<file path="src/wbss_pkg.sv">
// shared types and constants for the wildcard byte signature scan
package wbss_pkg;

   localparam int CsrDataWidth  = 64;
   localparam int CsrIndexWidth = 3;
   localparam int LengthWidth   = 5;
   localparam int OffsetWidth   = 32;
   localparam int AddressWidth  = 64;
   localparam int ByteWidth     = 8;
   localparam int BytesPerWord  = 8;

   localparam logic [ByteWidth-1:0] WildcardByte = 8'hFF;

   typedef enum logic [CsrIndexWidth-1:0] {
      REG_PATTERN_LOW  = 3'd0,
      REG_PATTERN_HIGH = 3'd1,
      REG_PATTERN_LEN  = 3'd2,
      REG_BASE_ADDRESS = 3'd3,
      REG_RESULT_OFFS  = 3'd4
   } csr_index_type;

   typedef struct packed {
      logic shift;
      logic clear;
   } cell_ctrl_type;

endpackage

</file>
<file path="src/wildcard_byte_signature_scan_core.sv">
// top level of the wildcard byte signature scan
//
// Takes one byte per beat on the req_ channel, with req_last_of_range marking
// the final byte of a range, and compares the newest pattern_length bytes
// against the pattern held in the csr_ registers (0xFF in the pattern matches
// any byte). The first match in a range gives one rsp_ beat with found set and
// the address base + window start + signed offset; later bytes of that range
// are dropped. A range that ends without a match gives one beat with found
// clear and address 0 on its last byte. The next byte starts a new range.
// A byte enters every cycle while req_ready is high; the window is a row of
// byte cells shifting in lockstep and compared in parallel. The compare
// result is registered at the edge that takes the byte, then the address add
// in the result register once it can load; rsp_valid rises with that load.
// When the receiver stalls, the result register and the compare stage each
// hold one beat; req_ready drops only when both are full.
// Reset is synchronous; it empties both stages, clears the window and sets
// the registers to their reset values (pattern length 1).
module wildcard_byte_signature_scan_core #(
   parameter int MAX_PATTERN = 16
) (
   input  logic                                     clock,
   input  logic                                     reset,
   input  logic                                     csr_write,
   input  logic [wbss_pkg::CsrIndexWidth-1:0]       csr_index,
   input  logic [wbss_pkg::CsrDataWidth-1:0]        csr_data,
   input  logic                                     req_valid,
   output logic                                     req_ready,
   input  logic [wbss_pkg::ByteWidth-1:0]           req_data_byte,
   input  logic                                     req_last_of_range,
   output logic                                     rsp_valid,
   input  logic                                     rsp_ready,
   output logic                                     rsp_found,
   output logic [wbss_pkg::AddressWidth-1:0]        rsp_match_address
);

   localparam int LW = $clog2(MAX_PATTERN + 1);
   localparam int IW = (MAX_PATTERN > 1) ? $clog2(MAX_PATTERN) : 1;
   localparam int AW = wbss_pkg::AddressWidth;
   localparam int BW = wbss_pkg::ByteWidth;

   logic [wbss_pkg::CsrDataWidth-1:0]        pattern_low_ff;
   logic [wbss_pkg::CsrDataWidth-1:0]        pattern_high_ff;
   logic [wbss_pkg::LengthWidth-1:0]         length_ff;
   logic [AW-1:0]                            base_ff;
   logic signed [wbss_pkg::OffsetWidth-1:0]  offset_ff;

   logic [LW-1:0]          eff_len;
   logic [BW-1:0]          pattern [MAX_PATTERN];
   logic [BW-1:0]          chain [MAX_PATTERN+1];
   logic [MAX_PATTERN-1:0] cell_hit;
   wbss_pkg::cell_ctrl_type cell_ctrl;

   logic          accept;
   logic          hit;
   logic          a_load;
   logic          advance;
   logic [AW-1:0] seen_ff;
   logic [AW-1:0] seen_in;
   logic [AW-1:0] seen_new;
   logic          done_ff;
   logic          done_in;
   logic          a_valid_ff;
   logic          a_valid_in;
   logic          a_found_ff;
   logic [AW-1:0] a_start_ff;

   // configuration registers
   always_ff @(posedge clock) begin
      if (reset) begin
         pattern_low_ff  <= '0;
         pattern_high_ff <= '0;
         length_ff       <= wbss_pkg::LengthWidth'(1);
         base_ff         <= '0;
         offset_ff       <= '0;
      end else if (csr_write) begin
         case (csr_index)
            wbss_pkg::REG_PATTERN_LOW:  pattern_low_ff  <= csr_data;
            wbss_pkg::REG_PATTERN_HIGH: pattern_high_ff <= csr_data;
            wbss_pkg::REG_PATTERN_LEN:  length_ff <= csr_data[wbss_pkg::LengthWidth-1:0];
            wbss_pkg::REG_BASE_ADDRESS: base_ff   <= csr_data;
            wbss_pkg::REG_RESULT_OFFS:  offset_ff <= csr_data[wbss_pkg::OffsetWidth-1:0];
            default: ;
         endcase
      end
   end

   // zero means one, clamp to the window depth
   always_comb begin
      if (length_ff == '0) begin
         eff_len = LW'(1);
      end else if (int'(length_ff) > MAX_PATTERN) begin
         eff_len = LW'(MAX_PATTERN);
      end else begin
         eff_len = LW'(length_ff);
      end
   end

   // pattern bytes, wildcards past the two words
   for (genvar k = 0; k < MAX_PATTERN; k++) begin : g_pattern
      if (k < wbss_pkg::BytesPerWord) begin : g_low
         assign pattern[k] = pattern_low_ff[k*BW +: BW];
      end else if (k < 2 * wbss_pkg::BytesPerWord) begin : g_high
         assign pattern[k] = pattern_high_ff[(k-wbss_pkg::BytesPerWord)*BW +: BW];
      end else begin : g_wild
         assign pattern[k] = wbss_pkg::WildcardByte;
      end
   end

   assign accept   = req_valid && req_ready;
   assign seen_new = seen_ff + AW'(1);

   assign cell_ctrl.shift = accept && !done_ff;
   assign cell_ctrl.clear = reset || (accept && req_last_of_range);

   assign chain[0] = req_data_byte;

   // cell j takes in the byte j steps old and meets pattern byte len-1-j
   for (genvar j = 0; j < MAX_PATTERN; j++) begin : g_cell
      logic [LW-1:0] pat_sel;
      logic          in_use;
      assign pat_sel = eff_len - LW'(1) - LW'(j);
      assign in_use  = LW'(j) < eff_len;
      wbss_cell u_cell (
         .clock        (clock),
         .ctrl         (cell_ctrl),
         .byte_in      (chain[j]),
         .pattern_byte (pattern[pat_sel[IW-1:0]]),
         .in_use       (in_use),
         .byte_out     (chain[j+1]),
         .hit          (cell_hit[j])
      );
   end

   assign hit    = !done_ff && (seen_new >= AW'(eff_len)) && (&cell_hit);
   assign a_load = accept && (hit || (req_last_of_range && !done_ff));

   always_comb begin
      seen_in = seen_ff;
      done_in = done_ff;
      if (accept && req_last_of_range) begin
         seen_in = '0;
         done_in = 1'b0;
      end else if (accept && !done_ff) begin
         seen_in = seen_new;
         done_in = hit;
      end
      a_valid_in = a_valid_ff;
      if (a_load) begin
         a_valid_in = 1'b1;
      end else if (advance) begin
         a_valid_in = 1'b0;
      end
   end

   always_ff @(posedge clock) begin
      if (reset) begin
         seen_ff    <= '0;
         done_ff    <= 1'b0;
         a_valid_ff <= 1'b0;
      end else begin
         seen_ff    <= seen_in;
         done_ff    <= done_in;
         a_valid_ff <= a_valid_in;
      end
      if (a_load) begin
         a_found_ff <= hit;
         a_start_ff <= seen_new - AW'(eff_len);
      end
   end

   assign req_ready = !a_valid_ff || advance;

   wbss_result_stage u_result (
      .clock             (clock),
      .reset             (reset),
      .load              (a_valid_ff && advance),
      .found             (a_found_ff),
      .start             (a_start_ff),
      .base_address      (base_ff),
      .result_offset     (offset_ff),
      .can_load          (advance),
      .rsp_valid         (rsp_valid),
      .rsp_ready         (rsp_ready),
      .rsp_found         (rsp_found),
      .rsp_match_address (rsp_match_address)
   );

endmodule

</file>
<file path="src/wbss_cell.sv">
// one window byte cell: holds a byte, passes it on, compares the incoming byte
module wbss_cell (
   input  logic                             clock,
   input  wbss_pkg::cell_ctrl_type          ctrl,
   input  logic [wbss_pkg::ByteWidth-1:0]   byte_in,
   input  logic [wbss_pkg::ByteWidth-1:0]   pattern_byte,
   input  logic                             in_use,
   output logic [wbss_pkg::ByteWidth-1:0]   byte_out,
   output logic                             hit
);

   logic [wbss_pkg::ByteWidth-1:0] byte_ff;
   logic [wbss_pkg::ByteWidth-1:0] byte_in_next;

   // compare against the value this cell takes on the shift
   assign hit = !in_use || (pattern_byte == wbss_pkg::WildcardByte) ||
                (pattern_byte == byte_in);

   always_comb begin
      byte_in_next = byte_ff;
      if (ctrl.clear) begin
         byte_in_next = '0;
      end else if (ctrl.shift) begin
         byte_in_next = byte_in;
      end
   end

   always_ff @(posedge clock) begin
      byte_ff <= byte_in_next;
   end

   assign byte_out = byte_ff;

endmodule

</file>
<file path="src/wbss_result_stage.sv">
// result register: forms the match address and holds the beat for the receiver
module wbss_result_stage (
   input  logic                                   clock,
   input  logic                                   reset,
   input  logic                                   load,
   input  logic                                   found,
   input  logic [wbss_pkg::AddressWidth-1:0]      start,
   input  logic [wbss_pkg::AddressWidth-1:0]      base_address,
   input  logic signed [wbss_pkg::OffsetWidth-1:0] result_offset,
   output logic                                   can_load,
   output logic                                   rsp_valid,
   input  logic                                   rsp_ready,
   output logic                                   rsp_found,
   output logic [wbss_pkg::AddressWidth-1:0]      rsp_match_address
);

   logic                                valid_ff;
   logic                                valid_in;
   logic                                found_ff;
   logic [wbss_pkg::AddressWidth-1:0]   address_ff;
   logic [wbss_pkg::AddressWidth-1:0]   address_in;
   logic [wbss_pkg::AddressWidth-1:0]   offset_ext;

   assign offset_ext = wbss_pkg::AddressWidth'(result_offset);
   assign can_load   = !valid_ff || rsp_ready;

   always_comb begin
      valid_in = valid_ff;
      if (load) begin
         valid_in = 1'b1;
      end else if (rsp_ready) begin
         valid_in = 1'b0;
      end
      address_in = found ? (base_address + start + offset_ext) : '0;
   end

   always_ff @(posedge clock) begin
      if (reset) begin
         valid_ff <= 1'b0;
      end else begin
         valid_ff <= valid_in;
      end
      if (load) begin
         found_ff   <= found;
         address_ff <= address_in;
      end
   end

   assign rsp_valid         = valid_ff;
   assign rsp_found         = found_ff;
   assign rsp_match_address = address_ff;

endmodule

</file>
<file path="config.mk">
export PLATFORM = sky130hd
export DESIGN_NAME = wildcard_byte_signature_scan_core
export DESIGN_NICKNAME = d
export VERILOG_FILES = /design/src/wbss_pkg.sv /design/src/wildcard_byte_signature_scan_core.sv /design/src/wbss_cell.sv /design/src/wbss_result_stage.sv
export SDC_FILE = /design/constraint.sdc
export NUM_CORES = 2
export LEC_CHECK = 0
export ABC_AREA = 1
export BUFFER_PORTS_ARGS = -buffer_cell sky130_fd_sc_hd__clkbuf_2
export CORE_ASPECT_RATIO = 0.5
export CORE_UTILIZATION = 40
export CTS_CLUSTER_SIZE = 10
export DETAILED_ROUTE_END_ITERATION = 8
export MAX_ROUTING_LAYER = met4
export PLACE_DENSITY = 0.59
export REMOVE_ABC_BUFFERS = 1
export SETUP_SLACK_MARGIN = 0.05
export SLEW_MARGIN = 0
export SYNTH_ARGS = -nofsm -noshare
export SYNTH_HDL_FRONTEND = slang
export SYNTH_SLANG_ARGS = --single-unit
</file>
<file path="constraint.sdc">
create_clock -name clock -period 5.7 [get_ports clock]
set_input_delay 1.14 -clock clock [delete_from_list [all_inputs] [get_ports clock]]
set_output_delay 1.14 -clock clock [all_outputs]
set_load 0.01 [all_outputs]
</file>
## Word level (Yosys, flattened, before mapping)

Index checks and enable logic that the tools add are counted.

| cells by class | value |
|---|---|
| add/sub/neg operators | 20 |
| bitwise operators | 16 |
| muxes and demuxes | 54 |
| $lt $le $gt $ge | 34 |
| reduce and logical (&&, ||, !) cells | 74 |
| eq/ne operators | 36 |

Operators by type and width:

| cell | count |
|---|---|
| 8-bit binary-select mux with 4-bit select | 16 |
| 8-bit 2-to-1 mux | 32 |
| 64-bit adder | 2 |
| 8-bit equality test | 16 |
| 8-bit equality test (second input constant) | 16 |
| 5-bit greater-or-equal comparator (second input constant) | 16 |
| 4-bit inverter with 5-bit output | 16 |
| 64-bit by 1-bit adder with 64-bit output (second input constant) | 1 |
| 64-bit by 5-bit greater-or-equal comparator with 1-bit output | 1 |
| 64-bit by 5-bit subtractor with 64-bit output | 1 |
| 4-bit by 5-bit < comparator with 1-bit output (first input constant) | 8 |
| 1-bit logical OR | 36 |
| 4-bit subtractor (second input constant) | 8 |
| 3-bit by 5-bit < comparator with 1-bit output (first input constant) | 4 |
| 1-bit zero test | 19 |
| 16-bit AND reduction | 1 |
| 4-bit by 3-bit subtractor with 4-bit output (second input constant) | 4 |
| 1-bit by 5-bit < comparator with 1-bit output (first input constant) | 2 |
| 2-bit by 5-bit < comparator with 1-bit output (first input constant) | 2 |
| 5-bit 2-to-1 mux | 2 |
| 2-bit AND reduction | 5 |
| 1-bit logical AND | 8 |
| 4-bit by 1-bit subtractor with 4-bit output (second input constant) | 2 |
| 4-bit by 2-bit subtractor with 4-bit output (second input constant) | 2 |
| other kinds (9) | 14 |

| word-level totals | value |
|---|---|
| input port bits | 81 |
| flip-flop bits (word level) | 546 |
| word-level logic and storage cells | 262 |
| output and inout port bits | 67 |

## Longest topological paths before layout

| depth | value |
|---|---|
| depth in word-level cells | 17 |
| mapped depth | 32 |
| mapped depth without buffers | 30 |

## Hierarchy

A second synthesis with hierarchy kept.

| second synthesis, totals | value |
|---|---|
| cell total of the unflattened synthesis | 6047 |
| area total of the unflattened synthesis | 39261.4 sq um |

Modules (own cells, without submodules):

| module | area an instance (sq um) | cells each | seq. area each (sq um) | instances |
|---|---|---|---|---|
| wildcard_byte_signature_scan_core | 22426.5 | 3471 | 7857.5 | 1 |
| wbss_result_stage | 9527.9 | 1472 | 1971.9 | 1 |
| wbss_cell | 456.7 | 69 | 160.2 | 16 |

## Worst setup path after synthesis

Ideal clock, no wire load.

| timing path | value |
|---|---|
| path type | register to register |
| start point | register length_ff[4] in the netlist's numbering |
| end point | register a_found_ff, enable pin |
| cell stages (with the launch flop) | 29 |
| path slack | 0.707 ns |
| required time | 5.275 ns |
| buffers on the path | 3 |
| period minus slack after synthesis | 4.993 ns |
| arrival time | 4.568 ns |
| setup time | 0.425 ns |
| path through | dfxtp_1 -> inv_2 -> buf_4 -> nand2_2 -> clkbuf_1 -> ha_1 -> inv_1 -> nand2_1 -> nand2_2 -> nand2_1 -> nand2_1 -> inv_2 -> buf_2 -> nand2_1 -> nand2_1 -> nand2_1 -> nand2_1 -> nand2_1 -> nand2_1 -> nand2_1 -> nor2_1 -> nand2_1 -> nand2_1 -> nand2_1 -> nor2_1 -> nand2_1 -> nor2_1 -> nand3_1 -> nand2_1 |

| on the way | value |
|---|---|
| word-level cells in the longest chain between the ends | 16 |
| elaborated cells between the ends (all ways) | 186 |
| those cells by class | add/sub (16); order compare (18); eq/ne (32); mux (50); bitwise (16); reduce/logical (54) |

Ends and longest elaborated chain:

| what | line | text |
|---|---|---|
| from (decl) | wildcard_byte_signature_scan_core.sv:43 | `logic [wbss_pkg::LengthWidth-1:0] length_ff;` |
| from (signal assigned) | wildcard_byte_signature_scan_core.sv:72 | `length_ff <= wbss_pkg::LengthWidth'(1);` |
| from (signal assigned) | wildcard_byte_signature_scan_core.sv:79 | `wbss_pkg::REG_PATTERN_LEN: length_ff <= csr_data[wbss_pkg::LengthWidth-1:0];` |
| 5-bit > comparator | wildcard_byte_signature_scan_core.sv:91 | `end else if (int'(length_ff) > MAX_PATTERN) begin` |
| 5-bit 2-to-1 mux | wildcard_byte_signature_scan_core.sv:91 |  |
| 5-bit 2-to-1 mux (*) | wildcard_byte_signature_scan_core.sv:89 | `if (length_ff == '0) begin` |
| 4-bit by 1-bit subtractor with 4-bit output | wildcard_byte_signature_scan_core.sv:121 | `assign pat_sel = eff_len - LW'(1) - LW'(j);` |
| 4-bit by 1-bit subtractor with 4-bit output (tied with other cells) | wildcard_byte_signature_scan_core.sv:121 |  |
| 4-bit inverter with 5-bit output (not written as such) | wildcard_byte_signature_scan_core.sv:127 | `.pattern_byte (pattern[pat_sel[IW-1:0]]),` |
| 8-bit binary-select mux with 4-bit select | wildcard_byte_signature_scan_core.sv:127 |  |
| 8-bit 2-to-1 mux (not written as such) (2 in series) | wildcard_byte_signature_scan_core.sv:127 |  |
| 8-bit equality test | wbss_cell.sv:16 | `assign hit = !in_use \|\| (pattern_byte == wbss_pkg::WildcardByte) \|\|` |
| 1-bit logical OR (2 in series) | wbss_cell.sv:16 |  |
| 16-bit AND reduction | wildcard_byte_signature_scan_core.sv:134 | `assign hit = !done_ff && (seen_new >= AW'(eff_len)) && (&cell_hit);` |
| 1-bit logical AND (*) | wildcard_byte_signature_scan_core.sv:134 |  |
| 1-bit logical OR (*) | wildcard_byte_signature_scan_core.sv:135 | `assign a_load = accept && (hit \|\| (req_last_of_range && !done_ff));` |
| 1-bit logical AND (*) | wildcard_byte_signature_scan_core.sv:135 |  |
| net a_load | wildcard_byte_signature_scan_core.sv:55 | `logic a_load;` |
| to (signal assigned) | wildcard_byte_signature_scan_core.sv:166 | `a_found_ff <= hit;` |
| to (decl) | wildcard_byte_signature_scan_core.sv:64 | `logic a_found_ff;` |

Mark *: on every way through the listed nets, which the timed path passes. The rest lies on a longest branch. The select of a mux whose other input is x is not followed.
A chain may end at the register's enable or synchronous reset.

## Worst setup path after layout

| timing path | value |
|---|---|
| start point | register seen_ff[1] |
| end point | register a_start_ff[60], enable pin |

| on the way | value |
|---|---|
| word-level cells in the longest chain between the ends | 6 |

Ends and longest elaborated chain:

| what | line | text |
|---|---|---|
| from (decl) | wildcard_byte_signature_scan_core.sv:57 | `logic [AW-1:0] seen_ff;` |
| from (signal assigned) | wildcard_byte_signature_scan_core.sv:161 | `seen_ff <= seen_in;` |
| 64-bit by 1-bit adder with 64-bit output | wildcard_byte_signature_scan_core.sv:110 | `assign seen_new = seen_ff + AW'(1);` |
| net seen_new[2] | wildcard_byte_signature_scan_core.sv:59 | `logic [AW-1:0] seen_new;` |
| 64-bit by 5-bit greater-or-equal comparator with 1-bit output | wildcard_byte_signature_scan_core.sv:134 |  |
| 1-bit logical AND (2 in series) | wildcard_byte_signature_scan_core.sv:134 |  |
| 1-bit logical OR | wildcard_byte_signature_scan_core.sv:135 |  |
| 1-bit logical AND | wildcard_byte_signature_scan_core.sv:135 |  |
| net a_load | wildcard_byte_signature_scan_core.sv:55 |  |
| to (signal assigned) | wildcard_byte_signature_scan_core.sv:167 | `a_start_ff <= seen_new - AW'(eff_len);` |
| to (decl) | wildcard_byte_signature_scan_core.sv:65 | `logic [AW-1:0] a_start_ff;` |

The timed path passes the listed nets, and every way through them passes these cells.

==> flow_metrics.py <==
metrics = {
    "outcome": {
        "outcome": "finished, final reports clean",
    },
    "power": {
        "power.share.clock_pct": 35.3,
        "internal_power_uw": 7250,
        "pwr_density_cell_nw_per_um2": 277,
        "switching_power_uw": 4340,
        "pwr-share-seq_pct": 37.6,
        "p_sw_share_pct": 37.4,
        "ir_worst_vdd_mv": 0.201,
        "comb_power_share_pct": 27.1,
        "leakage_uw": 0.0190,
        "report.power.total_uw": 11600,
    },
    "placement": {
        "place_hpwl_mm": 140,
        "dp.cells": 7148,
        "gp_congestion": 1.08,
        "numPortBuffers": 147,
        "pre_cts_slack_ps": 703,
        "placed_area_um2": 39900,
    },
    "finish": {
        "post-route-util_pct": 44.9,
        "final_nets": 6182,
        "stdcell_count": 7260,
        "syn2layout_area_growth_pct": 10.6,
        "final_area_um2": 41900,
        "drive_gt1_share_pct": 6.62,
    },
    "synth": {
        "yosysWarnings": 0,
        "post_synth_inst_count": 5919,
        "yosys.area.top_type_share_pct": 22.0,
        "async_reset_ff_share_pct": 0,
        "netlist.top_cell.by_area": "dfxtp_1",
        "syn_area_per_cell_um2": 6.40,
        "synth_area_um2": 37900,
        "synth_cell_types": 52,
        "synth_area_leaders": "dfxtp_1, nand2_1, edfxtp_1",
        "ys_ff_latch": 546,
        "synth-edff-count": 130,
        "synthFlopType": "dfxtp_1",
        "ys_seq_area_share_pct": 32.3,
    },
    "min_path": {
        "hold_path_class": "reg2reg",
        "worstHoldStart": "pattern_high_ff[52]",
    },
    "critical_path": {
        "r2r_start": "seen_ff[1]",
        "endpoint_kind": "flop",
        "crit_arrival_ps": 5710,
        "cp.required_ps": 6140,
        "start_kind": "flop",
        "startpoint": "seen_ff[1]",
        "critical_path.max_fanout": 19,
        "path_class": "reg2reg",
    },
    "die": {
        "ios": 148,
        "dieHeight_um": 220,
        "rows": 79,
        "dieWidth_um": 437,
        "dieArea_um2": 96100,
        "coreArea_um2": 93400,
        "start_util_pct": 40.6,
    },
    "sta": {
        "finalCritPeriodShare_pct": 92.5,
        "slew_headroom_pct": 25.8,
        "fin_skew_ps": 36.1,
        "layout_setup_ws_ps": 428,
        "max_slew.worst_pin.slew_ps": 1110,
        "drv_slew": 0,
        "setup_viol": 0,
        "rsz0062_at_grt": "no",
        "hold_viol": 0,
        "fmax_mhz": 190,
        "finalCriticalPeriod_ps": 5270,
    },
    "clock_tree": {
        "htreeDepth": 3,
        "cts_sinks": 546,
        "cts_resized": 0,
        "insertion_delay_ps": 690,
        "cts_buffer_depth": 3,
        "cts_setup_buffers": 0,
        "clk_pin_slew_ps": 60,
        "postCtsHoldBufs": 0,
        "root_buffer": "clkbuf_16",
        "cts_tree": "built",
        "numCtsBuffers": 66,
    },
    "flow_run": {
        "max-cap-violations": 0,
    },
    "global_route": {
        "antenna_found_initial": 16,
        "grt_pass1_wl_mm": 253,
        "grt_pass1_vias": 36800,
        "grt_max_degree": 145,
        "track_usage_pct": 37.2,
        "overflow": 0,
    },
    "routing": {
        "drt_iter0_drc": 4729,
        "routed_wl_mm": 178,
        "drc": 0,
        "detail_route.vias_per_cell": 5.68,
        "routedWlPerCell_um": 24.5,
        "postRouteAntennaNets": 0,
        "drtPass1Iterations": 8,
        "vias": 41200,
    },
}
## critical path: stages (launching register included)
cell      delay (ps)
dfxtp_1          410
ha_1             350
xor2_1           890
ha_1             500
nand3_1          160
nand2_1          100
nand2_1          190
nand3b_1         200
nor2_2           190
nand3_2          140
nor2_4           230
nand3_1          180
nor2_1           180
buf_4            260
nor2_1            90
nand3_1          120
nor2_1            50
nand3_1           90
buf_4            200
nand2_2           90
buf_12           160
buf_12           160
## Yosys cell counts, drive strengths merged (2+ instances only)
master / n
nand4: 53
and3: 2
nor3: 53
o22ai: 2
a211oi: 4
xor2: 99
a221oi: 2
a21oi: 522
buf: 87
o221ai: 2
clkbuf: 171
a21boi: 7
a31oi: 19
ha: 75
edfxtp: 130
o21bai: 3
nor4: 8
a21o: 4
inv: 625
o21ai: 518
nand3: 741
nand3b: 6
o211ai: 12
xnor2: 17
nand2: 1806
nor2: 445
o21a: 18
dfxtp: 416
fa: 65
## worst paths after layout
kind,to,slack (ps),depth (start not counted)
worst max-delay path,a_start_ff[60],430,21
worst min-delay path,pattern_high_ff[52],470,2
worst max register to register,a_start_ff[60],430,21
worst min register to register,pattern_high_ff[52],470,2
## cells by family (layout without fill, tap and decap cells)
kind of cell / after synthesis / after routing / share of synthesized area (%)
adders and majority gates: 140 / 140 / 5.91
DFF: 546 / 546 / 32.3
buffers and inverters: 884 / 962 / 9.07
xor gates and xnor gates: 116 / 116 / 2.74
other: 0 / 8 / 0
and+or+nand+nor: 3117 / 3117 / 34.8
AOI/OAI and AO/OA: 1116 / 1116 / 15.2
## state kept, by name, summed over array words and instances (netlist names)
register,flops
a_found_ff,1
a_start_ff,64
a_valid_ff,1
base_ff,64
done_ff,1
g_cell.u_cell.byte_out,120
length_ff,5
offset_ff,32
pattern_high_ff,64
pattern_low_ff,64
seen_ff,64
u_result.rsp_found,1
u_result.rsp_match_address,64
u_result.rsp_valid,1
## area by class of cell
type,instances,area [um2]
Clock inverter,9,169
Tap cell,1255,1570
Antenna cell,8,20.0
Clock buffer,95,1780
Multi-Input combinational cell,4489,22300
Sequential cell,546,12200
Timing Repair Buffer,232,1470
Inverter,626,2370
Fill cell,9911,51500
## power by group through the flow
stage	Sequential (uW)	Clock (uW)	Combinational, uW
CTS	4360	4150	3050
finish	4360	4090	3140
global route	4380	4310	3400
floorplan	4380	0	1870
detailed placement	4440	0	3040
global placement	4440	0	3030
## per-stage QoR
step	setup TNS [ps]	hold slack, ps
CTS	0	471
floorplan	-821790	439
finish	0	471
global placement	0	457
global route	0	483
detailed placement	0	463
## routing by layer
metal	track usage, %	vias to the layer above	share of wire (%)
li1	-	19500	-
met1	51.4	19600	45
met2	54.4	1871	42
met3	6.79	323	8.9
met4	12.2	0	3.7
met5	-	-	0
## cells in the final DEF (no fill, tap or decap), drive strengths merged, types with 4 or more instances in the layout
cell,count
a21o,4
nor4,8
ha,75
o211ai,12
o21ai,518
nand2,1806
a31oi,19
clkinv,5
a211oi,4
buf,85
fa,65
nand4,53
edfxtp,130
inv,629
clkbuf,242
nor3,53
xnor2,17
nand3,741
xor2,99
nand3b,6
diode,8
nor2,445
o21a,18
a21oi,522
dfxtp,416
a21boi,7
Power figures use the tool's default switching activity.
